### config.mk
export PLATFORM = sky130hd
export DESIGN_NAME = sts_queue
export DESIGN_NICKNAME = d
export VERILOG_FILES = /design/src/rtl/core/sts_pkg.sv /design/src/rtl/core/sts_queue.sv
export SDC_FILE = /design/constraint.sdc
export NUM_CORES = 1
export LEC_CHECK = 0
export BUFFER_PORTS_ARGS = -buffer_cell sky130_fd_sc_hd__clkbuf_2
export CORE_MARGIN = 1
export CORE_UTILIZATION = 30
export DETAILED_ROUTE_END_ITERATION = 6
export GPL_ROUTABILITY_DRIVEN = 0
export GPL_TIMING_DRIVEN = 1
export PLACE_DENSITY = 0.47
export SLEW_MARGIN = 20
export SYNTH_ARGS = -nofsm -noshare
export SYNTH_HDL_FRONTEND = slang
export SYNTH_SLANG_ARGS = --single-unit
### constraint.sdc
create_clock -name clock -period 6 [get_ports clock]
set_input_delay 1.2 -clock clock [delete_from_list [all_inputs] [get_ports clock]]
set_output_delay 1.2 -clock clock [all_outputs]
set_load 0.03 [all_outputs]
### src/rtl/core/sts_pkg.sv
`default_nettype none

package sts_pkg;

   // Function codes of an input item.
   localparam logic [2:0] FUNC_READ_WORD  = 3'd0;
   localparam logic [2:0] FUNC_WRITE_WORD = 3'd1;
   localparam logic [2:0] FUNC_SET_BIT    = 3'd2;
   localparam logic [2:0] FUNC_CLEAR_BIT  = 3'd3;
   localparam logic [2:0] FUNC_TEST_BIT   = 3'd4;

   // Fixed field widths of the two channels.
   localparam int FUNC_W   = 3;
   localparam int ADDR_W   = 20;
   localparam int WORD_W   = 32;
   localparam int BITOFF_W = 5;

   // Queue between the lookup front and the page back.
   localparam int QUEUE_DEPTH   = 2;
   localparam int QUEUE_PTR_W   = 1;
   localparam int QUEUE_COUNT_W = 2;

   typedef struct packed {
      logic [FUNC_W-1:0]   func;
      logic [ADDR_W-1:0]   addr;
      logic [WORD_W-1:0]   wdata;
      logic [BITOFF_W-1:0] bit_offset;
   } req_type;

   typedef struct packed {
      logic [WORD_W-1:0] rdata;
      logic              bit_value;
      logic              out_of_memory;
   } rsp_type;

   // Classified operation handed from the front to the back.
   typedef struct packed {
      logic [FUNC_W-1:0]   func;
      logic                page_hit;
      logic                out_of_memory;
      logic [WORD_W-1:0]   wdata;
      logic [BITOFF_W-1:0] bit_offset;
   } op_ctrl_type;

endpackage

`default_nettype wire

### src/rtl/core/sts_queue.sv
`default_nettype none

module sts_queue import sts_pkg::*; #(
   parameter int WIDTH = 64
) (
   input  wire logic             clock,
   input  wire logic             reset,
   input  wire logic             push,
   input  wire logic [WIDTH-1:0] push_data,
   output logic                  full,
   input  wire logic             pop,
   output logic      [WIDTH-1:0] pop_data,
   output logic                  empty
);

   logic [WIDTH-1:0]         slot_ff [QUEUE_DEPTH];
   logic [QUEUE_PTR_W-1:0]   wr_ptr_ff, wr_ptr_in;
   logic [QUEUE_PTR_W-1:0]   rd_ptr_ff, rd_ptr_in;
   logic [QUEUE_COUNT_W-1:0] count_ff, count_in;
   logic                     do_push, do_pop;

   assign full     = (count_ff == QUEUE_COUNT_W'(QUEUE_DEPTH));
   assign empty    = (count_ff == '0);
   assign do_push  = push & ~full;
   assign do_pop   = pop & ~empty;
   assign pop_data = slot_ff[rd_ptr_ff];

   // Pointer and fill count update.
   always_comb begin
      wr_ptr_in = do_push ? wr_ptr_ff + QUEUE_PTR_W'(1) : wr_ptr_ff;
      rd_ptr_in = do_pop ? rd_ptr_ff + QUEUE_PTR_W'(1) : rd_ptr_ff;
      count_in  = count_ff;
      if (do_push && !do_pop) begin
         count_in = count_ff + QUEUE_COUNT_W'(1);
      end else if (do_pop && !do_push) begin
         count_in = count_ff - QUEUE_COUNT_W'(1);
      end
   end

   always_ff @(posedge clock) begin
      if (reset) begin
         wr_ptr_ff <= '0;
         rd_ptr_ff <= '0;
         count_ff  <= '0;
      end else begin
         wr_ptr_ff <= wr_ptr_in;
         rd_ptr_ff <= rd_ptr_in;
         count_ff  <= count_in;
      end
   end

   // Entry storage needs no reset.
   always_ff @(posedge clock) begin
      if (do_push) begin
         slot_ff[wr_ptr_ff] <= push_data;
      end
   end

endmodule

`default_nettype wire

== Word level (Yosys, flattened, before mapping) ==
Memory sizes are Yosys's and may differ from the RTL's. A register that Yosys moved wholly into a read port is not among the register bits.
Index checks and enable logic that the tools add are counted.
Word-level totals
  memories kept: 1
  input bits: 68
  bits in writable memories: 128
  register bits: 4
  output and inout bits: 66
Operators by class
  reductions and logical operators: 6
  eq/ne operators: 1
  bitwise operators: 4
  muxes and demuxes: 6
  $add $sub $neg: 4
Memories
  slot_ff: words 2, width 64, read ports 1, clocked after memory_dff 1, wr ports 1, line sts_queue.sv:16  | logic [WIDTH-1:0] slot_ff [QUEUE_DEPTH];
Operators by type and width (number)
  $mux W1: 4
  $mux W2: 2
  $add A1 B1 Y1 const B: 2
  $add A2 B1 Y2 const B: 1
  $and A1 B1 Y1: 2
  $eq A2 B2 Y1 const B: 1
  $logic_and A1 B1 Y1: 2
  $logic_not A1 Y1: 2
  $logic_not A2 Y1: 1
  $not A1 Y1: 2
  $reduce_bool A2 Y1: 1
  $sub A2 B1 Y2 const B: 1

== Logic depth before layout (Yosys ltp) ==
Gate-level depths: netlist of run 1.
  depth after elaboration: 7
  depth in mapped cells: 6
  mapped depth without buffers: 6

== Worst setup path before layout of run 1 ==
OpenSTA, ideal clock, no wires.
  kind: input to register
  start: input port push
  end: memory slot_ff[1][0] (enable)
  setup time: 0.429 ns
  stages: 3
  slack: 2.674 ns
  arrival: 2.897 ns
  buffers on the path: 0
  cell sequence: inv_1 nor2_1 and2_1
Between the ends
  word-level cells in the longest chain between the ends: 3
Ends and longest elaborated chain
  start, declared: line sts_queue.sv:8  | input wire logic push,
  $and A1 B1 Y1: line sts_queue.sv:24  | assign do_push = push & ~full;
  via do_push: line sts_queue.sv:20  | logic do_push, do_pop;
  $mux W1: line sts_queue.sv:54  | if (do_push) begin
  $mux W1 (not written as such): line sts_queue.sv:55  | slot_ff[wr_ptr_ff] <= push_data;
  end, declared: line sts_queue.sv:16
The timed path passes the listed nets, and every way through them passes these cells.

==> results of run 1 <==
==> worst max-delay path: stages (launching register included) <==
cell	delay (ps)
dfxtp_4	950
mux2_2	420
clkbuf_2	180
==> cell usage in the layout, fill, tap and decap left out <==
| cell type | netlist | layout |
|---|---|---|
| a21oi_1 | 2 | 2 |
| and2_4 | 0 | 1 |
| buf_4 | 6 | 1 |
| bufinv_16 | 0 | 3 |
| clkbuf_1 | 0 | 2 |
| clkbuf_16 | 0 | 17 |
| clkbuf_2 | 0 | 133 |
| clkinv_1 | 0 | 5 |
| clkinv_2 | 0 | 3 |
| clkinvlp_4 | 0 | 2 |
| dfxtp_1 | 5 | 4 |
| dfxtp_4 | 0 | 1 |
| edfxtp_1 | 128 | 128 |
| ha_1 | 1 | 1 |
| inv_1 | 2 | 1 |
| inv_2 | 0 | 1 |
| mux2_2 | 64 | 64 |
| nor2_1 | 5 | 5 |
| nor2b_2 | 1 | 1 |
| o21ai_0 | 3 | 3 |
| or3_1 | 2 | 2 |
| xor2_1 | 3 | 3 |
==> stage by stage <==
step                hold WS (ps)  area, um^2
floorplan                    452        4830
global placement             475        5730
detailed placement           491        5730
CTS                          507        6300
global route                 535        6300
finish                       503        6300
==> logic make-up (layout without fill, tap and decap cells) <==
| group | count (synthesis) | in the layout | share of synthesized area (%) |
|---|---|---|---|
| adders and majority gates | 1 | 1 | 0.259 |
| DFF | 133 | 133 | 81.6 |
| and+or+nand+nor | 9 | 9 | 0.958 |
| muxes | 64 | 64 | 14.9 |
| buffers and inverters | 9 | 168 | 1.19 |
| AOI/OAI and AO/OA | 5 | 5 | 0.518 |
| xor gates and xnor gates | 3 | 3 | 0.544 |
==> layer usage <==
| metal | up-vias | GRT usage (%) | wire [um] |
|---|---|---|---|
| met5 | - | 0 | 0 |
| met4 | 0 | 7.06 | 213 |
| met3 | 17 | 4.86 | 598 |
| met2 | 93 | 17.1 | 4140 |
| met1 | 1232 | 13.1 | 3920 |
| li1 | 1178 | - | - |
==> registers in the layout, indices dropped and copies added, names as in the netlist, named ones only <==
name and count:
wr_ptr_ff 1, slot_ff 128, rd_ptr_ff 1, count_ff 2
==> power by group through the flow <==
stage | clock network (W) | logic (W) | registers [W]
3_3_place_gp | 0 | 0.000787 | 0.00128
2_1_floorplan | 0 | 0.000636 | 0.00121
5_1_grt | 0.00107 | 0.000827 | 0.00129
4_1_cts | 0.00104 | 0.000794 | 0.00127
3_5_place_dp | 0 | 0.000792 | 0.00129
6_report | 0.00101 | 0.000779 | 0.00126
==> synth_stat cells <==
library cell / instances
buf_4: 6
dfxtp_1: 5
nor2b_2: 1
ha_1: 1
mux2_2: 64
edfxtp_1: 128
buf_2: 1
or3_1: 2
o21ai_0: 3
inv_1: 2
and2_1: 1
a21oi_1: 2
nor2_1: 5
xor2_1: 3
==> path summary, 6_finish.rpt <==
check,from,to,cells after the start
setup / recovery,flop,pop_data[30],2
setup reg to reg,count_ff[0],slot_ff[0][47],4
hold reg to reg,wr_ptr_ff,wr_ptr_ff,2
hold / removal,wr_ptr_ff,wr_ptr_ff,2
==> layout make-up <==
cell class / count / share of cell area (%)
multi-input combinational: 82 / 13.2
tap: 216 / 4.29
inverter: 2 / 0.119
clock buffer: 19 / 6.87
clock inverter: 13 / 2.20
timing repair buffer: 134 / 10.7
sequential: 133 / 62.6
==> impl_metrics.csv, run 1 <==
group,metric,value,unit
sta,worst_pin_slew,936,ps
final_layout,ff_latch_area,0.00395,mm^2
sta,tns,0,ps
final_layout,layout-drive-gt1-share,59.3,%
run_status,status,"finished, final reports clean",
yosys,synthCells,224,
place,dpl.cell_count,567,
critical_path,crit_arrival,2000,ps
yosys,synth_top_area_cell,"edfxtp_1",
power_and_ir_drop,power.density,484,mW/mm^2
grt,grt_max_degree,65,
cts,clockRootBuffer,"clkbuf_16",
routing,drt_first_iter_violations,89,
final_layout,fin_util,39.8,%
critical_path,critPathCaptureType,"output port",
grt,grt_overflow,0,
routing,num_vias,2520,
yosys,yosys_warnings,0,
sta,fin_ws,2800,ps
critical_path,critical_path_required,4800,ps
floorplanning,rows,46,
place,dpl.hpwl,5300,um
grt,antenna_found_initial,0,
grt,grt_pass1_vias,2636,
yosys,synth.top_cell.area_share,79.5,%
routing,first_pass_iters,4,
sta,hold_violations,0,
power_and_ir_drop,p_int,0.00209,W
floorplanning,core,0.0158,mm^2
cts,cts_resized,0,
yosys,synthesis.area,0.00483,mm^2
routing,drc,0,
yosys,synth_nets,293,
routing,ant_nets,0,
floorplanning,die_area,0.0166,mm^2
cts,cts_buffer_depth,2,
critical_path,crit_type,"reg2out",
yosys,avgSynthCellArea,21.6,um^2
floorplanning,start_util,30.5,%
worst_hold_path,min_path_type,"reg2reg",
critical_path,start_kind,"flop",
final_layout,area_growth_syn_to_layout,30.5,%
power_and_ir_drop,power_leakage,2.36,nW
sta,slew_headroom,37.6,%
floorplanning,fp.dieW,129,um
final_layout,fin_cells,599,
sta,setup_violations,0,
grt,grt_pass1_wl,13300,um
yosys,yosys-top-cells-area,"edfxtp_1 (80%), mux2_2 (15%), dfxtp_1 (2.1%)",
grt,grt_use_total,11.3,%
place,post-place-ws,2750,ps
cts,clk_pin_slew,50,ps
critical_path,regToRegSetupSlack,3640,ps
power_and_ir_drop,clkPwrFrac,33.0,%
cts,cts_buffers,17,
yosys,ys_seq_elements,133,
floorplanning,ioPinCount,134,
job,cap_violations,0,
cts,cts-hold-fix-buffers,0,
sta,rsz0062_at_grt,"no",
power_and_ir_drop,power,0.00305,W
cts,postCtsSetupBuffers,0,
cts,cts_tree,"built",
cts,cts_htree_levels,4,
yosys,yosysUniqueCellTypes,14,
final_layout,multi_input_area,833,um^2
power_and_ir_drop,swShare,31.4,%
power_and_ir_drop,seq_power_share,41.5,%
place,portBuffers,133,
sta,period_needed,3200,ps
routing,drt_wl_total,8860,um
cts,cts.sink_count,133,
final_layout,fin_nets,439,
power_and_ir_drop,worst_ir_drop_vdd,0.275,mV
final_layout,antennaDiodeCount,0,
sta,slew_violations,0,
final_layout,fillCellCount,1491,
routing,avgRoutedWirePerCell,14.8,um
power_and_ir_drop,p_sw,0.000958,W
power_and_ir_drop,pwr-share-comb,25.6,%
sta,period_share,53.4,%
floorplanning,die_h,129,um
yosys,yosysSeqAreaShare,81.6,%
critical_path,cp_max_fo,64,
sta,finClkSkew,4.74,ps
routing,vias_per_cell,4.21,
cts,insertion_delay,410,ps
sta,clock.fmax,312,MHz
Power figures use the tool's default switching activity.
==> run 2, diff against run 1 <==
Settings changed: PLACE_DENSITY 0.47 to 0.49.
Clock period 6 ns to 2.8 ns, I/O delays scaled along.
==> run 2 against run 1 <==
Effect of this change:
- sequential cell count did not move
- critical endpoint is now pop_data[60]
- setup slack got worse by 2400 ps
- clock power rose by 110%
- die area did not move
- wire length fell by 2.1%
- design area rose by 0.99%
- non-clock buffer count rose by 4
- hold slack got worse by 170 ps
- critical path depth rose by 1
==> impl_metrics.csv, run 2 (synthesized netlist as in run 1, its figures left out) <==
group,metric,value,unit
run_status,status,"finished, final reports clean",
critical_path,rr_worst_depth,4,
floorplanning,fp.dieW,129,um
cts,cts_buffer_depth,2,
final_layout,final_common_cell,"clkbuf_2",
worst_hold_path,min_path_type,"in2reg",
floorplanning,die_h,129,um
critical_path,crit_type,"reg2out",
place,dpl.hpwl,5600,um
sta,period_share,84.6,%
cts,clockRootBuffer,"clkbuf_16",
cts,insertion_delay,410,ps
final_layout,area_growth_syn_to_layout,31.7,%
grt,antenna_found_initial,0,
critical_path,regToRegSetupSlack,1010,ps
cts,cts-hold-fix-buffers,0,
power_and_ir_drop,swShare,31.1,%
cts,cts_htree_levels,4,
routing,num_vias,2498,
power_and_ir_drop,p_sw,0.00204,W
final_layout,ff_latch_area,0.00395,mm^2
sta,finClkSkew,8.16,ps
power_and_ir_drop,worst_ir_drop_vdd,0.444,mV
grt,grt_max_degree,38,
sta,slew_headroom,65.5,%
place,post-place-ws,817,ps
critical_path,cpMaxStageDelayCell,"dfxtp_4",
sta,fin_ws,431,ps
final_layout,fin_nets,443,
final_layout,layout-drive-gt1-share,60.7,%
floorplanning,die_area,0.0166,mm^2
final_layout,largest_reg_flops,128,
floorplanning,rows,46,
cts,cts_tree,"built",
grt,grt_use_total,11.1,%
power_and_ir_drop,clkPwrFrac,32.7,%
routing,drc,0,
critical_path,start_kind,"flop",
place,portBuffers,133,
floorplanning,ioPinCount,134,
power_and_ir_drop,pwr-share-comb,27.5,%
cts,cts_resized,0,
sta,slew_violations,0,
worst_hold_path,hp-start,"push_data[5]",
sta,setup_violations,0,
critical_path,slowest_delay,520,ps
worst_hold_path,holdPathStages,1,
cts,clk_pin_slew,60,ps
critical_path,critical_path_required,2240,ps
power_and_ir_drop,power.density,1030,mW/mm^2
grt,grt_pass1_wl,13100,um
job,cap_violations,0,
final_layout,top_regs,"slot_ff: 128 flops, count_ff: 2 flops",
floorplanning,start_util,30.5,%
sta,period_needed,2370,ps
final_layout,antennaDiodeCount,0,
sta,rsz0062_at_grt,"no",
routing,drt_wl_total,8680,um
power_and_ir_drop,seq_power_share,39.8,%
routing,drt_first_iter_violations,50,
critical_path,r2r-end,"slot_ff[1][52]",
grt,grt_overflow,0,
critical_path,r2r_start,"count_ff[1]",
final_layout,layout_common_cells,"clkbuf_2 (133), edfxtp_1 (128), mux2_2 (64), clkbuf_16 (17)",
routing,vias_per_cell,4.14,
floorplanning,core,0.0158,mm^2
power_and_ir_drop,power_leakage,2.40,nW
sta,hold_violations,0,
cts,cts.sink_count,133,
grt,grt_pass1_vias,2570,
sta,clock.fmax,422,MHz
cts,postCtsSetupBuffers,0,
worst_hold_path,whs_endpoint,"slot_ff[1][5]",
sta,worst_pin_slew,517,ps
final_layout,top_register,"slot_ff",
critical_path,critPathCaptureType,"output port",
final_layout,fin_util,40.2,%
power_and_ir_drop,p_int,0.00451,W
critical_path,crit_arrival,1810,ps
cts,cts_buffers,17,
sta,tns,0,ps
critical_path,path_cells,"buf_4 -> mux2_2 -> clkbuf_2",
critical_path,cp_max_fo,19,
routing,first_pass_iters,4,
final_layout,fillCellCount,1480,
final_layout,multi_input_area,833,um^2
routing,ant_nets,0,
routing,avgRoutedWirePerCell,14.4,um
run 2: per-stage QoR:
step / instance area [um^2] / total power [W] / std cells / hold WS (ps)
floorplan: 4830 / 0.00397 / 224 / 452
global placement: 5790 / 0.00447 / 571 / 476
detailed placement: 5790 / 0.00449 / 571 / 487
CTS: 6370 / 0.00666 / 603 / 309
global route: 6370 / 0.00685 / 603 / 308
finish: 6370 / 0.00655 / 603 / 337
run 2: worst max path at each step:
stage | slack, ps | cells after the start | startpoint | end
4_1_cts | 370 | 3 | flop | pop_data[60]
3_3_place_gp | 820 | 5 | push | slot_ff[1][27]
5_1_grt | 320 | 3 | flop | pop_data[13]
3_5_place_dp | 820 | 5 | push | slot_ff[0][19]
6_report | 430 | 3 | flop | pop_data[60]
2_1_floorplan | 110 | 3 | push | slot_ff[1][0]
run 2: power groups by stage:
| stage | clock, W | sequential [W] | combinational, W |
|---|---|---|---|
| floorplan | 0 | 0.00260 | 0.00136 |
| global placement | 0 | 0.00265 | 0.00182 |
| detailed placement | 0 | 0.00265 | 0.00183 |
| CTS | 0.00220 | 0.00261 | 0.00184 |
| global route | 0.00229 | 0.00264 | 0.00192 |
| finish | 0.00214 | 0.00261 | 0.00180 |
run 2: layout make-up:
cell class                      instances  share of cell area [%]
Clock buffer                           23                    7.51
Clock inverter                          9                    1.59
Inverter                                2                   0.118
Multi-Input combinational cell         82                    13.1
Sequential cell                       133                    62.0
Tap cell                              216                    4.25
Timing Repair Buffer                  138                    11.4
run 2: layer usage:
layer  share of wire, %  vias to the layer above  track usage, %
met5                  0                        -               0
met4                1.6                        0            6.02
met3                7.0                       11            5.28
met2                 50                       80            17.8
met1                 42                     1224            12.1
li1                   -                     1183               -
run 2: worst max-delay path, delay by kind of cell, from the launching register on:
family	cells	cell delay (ps)
buf+inv	2	500
flops	1	520
mux	1	380
==> run 3, diff against run 2 <==
Settings changed: ABC_AREA set to 1, PLACE_DENSITY 0.49 to 0.46.
Clock period 2.8 ns to 2.2 ns, I/O delays scaled along.
==> run 3 against run 2 <==
Effect of this change:
- utilization decreased by 0.33 points
- global-route usage increased by 0.19 points
- register-to-register slack got worse by 400 ps
- total power increased by 29%
- wire length increased by 6.2%
- non-clock buffer count increased by 1
- via count increased by 3.4%
- sequential cell count unchanged
- die area increased by 6.8%
- combinational power increased by 33%
- first-iteration DRC count increased by 42%
- count of clock-buffer cells in the layout decreased by 4
- largest power group unchanged
==> impl_metrics.csv, run 3 <==
group,metric,value,unit
run_status,status,"finished, final reports clean",
worst_hold_path,hp-start,"push_data[52]",
power_and_ir_drop,swShare,30.3,%
final_layout,layout-drive-gt1-share,57.8,%
critical_path,crit_type,"reg2out",
critical_path,critical_path_required,1760,ps
critical_path,path_buf_inv,2,
sta,clock.fmax,480,MHz
cts,cts.sink_count,133,
yosys,synth.top_cell.area_share,74.4,%
grt,grt_use_total,11.2,%
final_layout,area_growth_syn_to_layout,28.9,%
routing,num_vias,2583,
critical_path,r2r_start,"count_ff[1]",
sta,setup_violations,0,
final_layout,largest_reg_flops,128,
final_layout,final_common_cell,"clkbuf_2",
power_and_ir_drop,p_int,0.00588,W
power_and_ir_drop,seq_power_share,39.2,%
worst_hold_path,holdPathStages,1,
critical_path,rr_worst_depth,9,
power_and_ir_drop,clkPwrFrac,32.5,%
final_layout,antennaDiodeCount,0,
floorplanning,fp.dieW,133,um
yosys,avgSynthCellArea,21.9,um^2
final_layout,layout_common_cells,"clkbuf_2 (133), edfxtp_1 (128), mux2_4 (60), clkbuf_16 (17), inv_1 (9)",
yosys,synth_common_cells,"edfxtp_1 (128), mux2_4 (60), inv_1 (9), nor2_1 (9), buf_12 (6)",
place,portBuffers,133,
power_and_ir_drop,power.density,1270,mW/mm^2
yosys,yosysSeqAreaShare,76.3,%
final_layout,fin_nets,456,
routing,ant_nets,0,
critical_path,cp_top_family,"buffers and inverters",
power_and_ir_drop,pwr-share-comb,28.3,%
floorplanning,ioPinCount,134,
yosys,yosysUniqueCellTypes,17,
cts,clk_pin_slew,60,ps
sta,finClkSkew,5.46,ps
final_layout,fillCellCount,1560,
critical_path,critPathCaptureType,"output port",
yosys,synthCells,236,
cts,cts_buffer_depth,2,
grt,antenna_found_initial,0,
final_layout,top_register,"slot_ff",
sta,period_share,94.8,%
cts,cts_resized,0,
critical_path,path_cells,"buf_12 -> mux2_2 -> clkbuf_2",
grt,grt_pass1_vias,2791,
final_layout,ff_latch_area,0.00395,mm^2
place,placed_area,0.00609,mm^2
critical_path,regToRegSetupSlack,610,ps
final_layout,top_regs,"slot_ff: 128 flops, count_ff: 2 flops",
yosys,synth.most_common_cell,"edfxtp_1",
sta,hold_ws,216,ps
power_and_ir_drop,p_sw,0.00256,W
floorplanning,rows,47,
routing,drt_first_iter_violations,71,
floorplanning,die_area,0.0178,mm^2
sta,slew_headroom,74.5,%
routing,drt_wl_total,9220,um
cts,clockRootBuffer,"clkbuf_16",
yosys,synth_flop_cell,"edfxtp_1",
yosys,yosys_warnings,0,
cts,postCtsSetupBuffers,0,
routing,first_pass_iters,4,
grt,grt_pass1_wl,14600,um
power_and_ir_drop,worst_ir_drop_vdd,0.473,mV
critical_path,r2r-end,"count_ff[1]",
sta,slew_violations,0,
critical_path,slowest_delay,370,ps
yosys,synth_edf_count,128,
sta,worst_pin_slew,383,ps
sta,hold_violations,0,
cts,cts-hold-fix-buffers,0,
job,cap_violations,0,
yosys,synthesis.area,0.00517,mm^2
cts,cts_tree,"built",
critical_path,crit_arrival,1650,ps
floorplanning,start_util,30.9,%
cts,insertion_delay,410,ps
power_and_ir_drop,power_leakage,2.64,nW
yosys,synth_top_area_cell,"edfxtp_1",
grt,grt_max_degree,39,
cts,cts_buffers,17,
yosys,ys_seq_elements,133,
place,dpl.hpwl,5860,um
worst_hold_path,whs_endpoint,"slot_ff[1][52]",
critical_path,cpMaxStageDelayCell,"dfxtp_4",
yosys,yosys-top-cells-area,"edfxtp_1 (74%), mux2_4 (17%), buf_12 (2.3%)",
critical_path,cp_max_fo,38,
routing,vias_per_cell,4.17,
yosys,synth_nets,305,
routing,drc,0,
grt,grt_overflow,0,
floorplanning,die_h,133,um
sta,rsz0062_at_grt,"no",
worst_hold_path,min_path_type,"in2reg",
critical_path,start_kind,"flop",
routing,avgRoutedWirePerCell,14.9,um
cts,cts_htree_levels,4,
floorplanning,core,0.0167,mm^2
final_layout,multi_input_area,0.00107,mm^2
sta,period_needed,2090,ps
final_layout,fin_area,0.00666,mm^2
yosys,async_reset_ff_share,0,%
## run 3: worst max path at each step
| stage | startpoint | depth (start not counted) | end | slack, ps |
|---|---|---|---|---|
| 6_report | flop | 3 | pop_data[46] | 110 |
| 5_1_grt | flop | 3 | pop_data[42] | 60 |
| 4_1_cts | flop | 3 | pop_data[46] | 70 |
| 3_5_place_dp | flop | 3 | pop_data[46] | 520 |
| 3_3_place_gp | flop | 3 | pop_data[42] | 540 |
| 2_1_floorplan | push | 2 | slot_ff[0][0] | -400 |
## run 3: through the flow
| stage | TNS [ps] | worst slack [ps] | power [W] | util, % | cells |
|---|---|---|---|---|---|
| CTS | 0 | 68.0 | 0.00859 | 39.9 | 620 |
| detailed placement | 0 | 521 | 0.00581 | 36.5 | 588 |
| floorplan | -51170 | -400 | 0.00525 | - | 236 |
| finish | 0 | 115 | 0.00844 | 39.9 | 620 |
| global route | 0 | 55.9 | 0.00883 | 39.9 | 620 |
| global placement | 0 | 536 | 0.00578 | 36.5 | 588 |
## run 3: power groups by stage
stage                     registers (W)  logic (W)  clock network [W]
final                           0.00331    0.00239            0.00274
after floorplan                 0.00335    0.00190                  0
after global routing            0.00334    0.00255            0.00293
after CTS                       0.00331    0.00245            0.00283
after global placement          0.00334    0.00243                  0
after detailed placement        0.00337    0.00245                  0
## run 3: worst register-to-register path: stages, from the launching register on
cell     delay (ps)
dfxtp_1         370
inv_1            90
o21ai_2         290
inv_1           110
ha_1            330
inv_1            80
nand3_1          80
nand2_1          70
inv_1            40
nor2_1           80
## run 3: metal layers
metal  vias up  wire, um  global-route usage (%)
li1       1223         -                       -
met1      1254      3950                    13.1
met2        87      4460                    17.9
met3        19       573                    4.03
met4         0       234                    6.63
met5         -         0                       0
## run 3: area by class of cell
class,instances,area share (%)
Multi-Input combinational cell,87,16.1
Tap cell,220,4.13
Clock inverter,13,2.08
Clock buffer,19,6.50
Sequential cell,133,59.2
Inverter,9,0.507
Timing Repair Buffer,139,11.4
## run 3: kinds of logic after synthesis
group / share of synthesized area (%)
buf+inv: 3.20
compound gates: 0.654
flops: 76.3
fa+ha+maj: 0.242
simple gates: 1.28
mux: 18.3
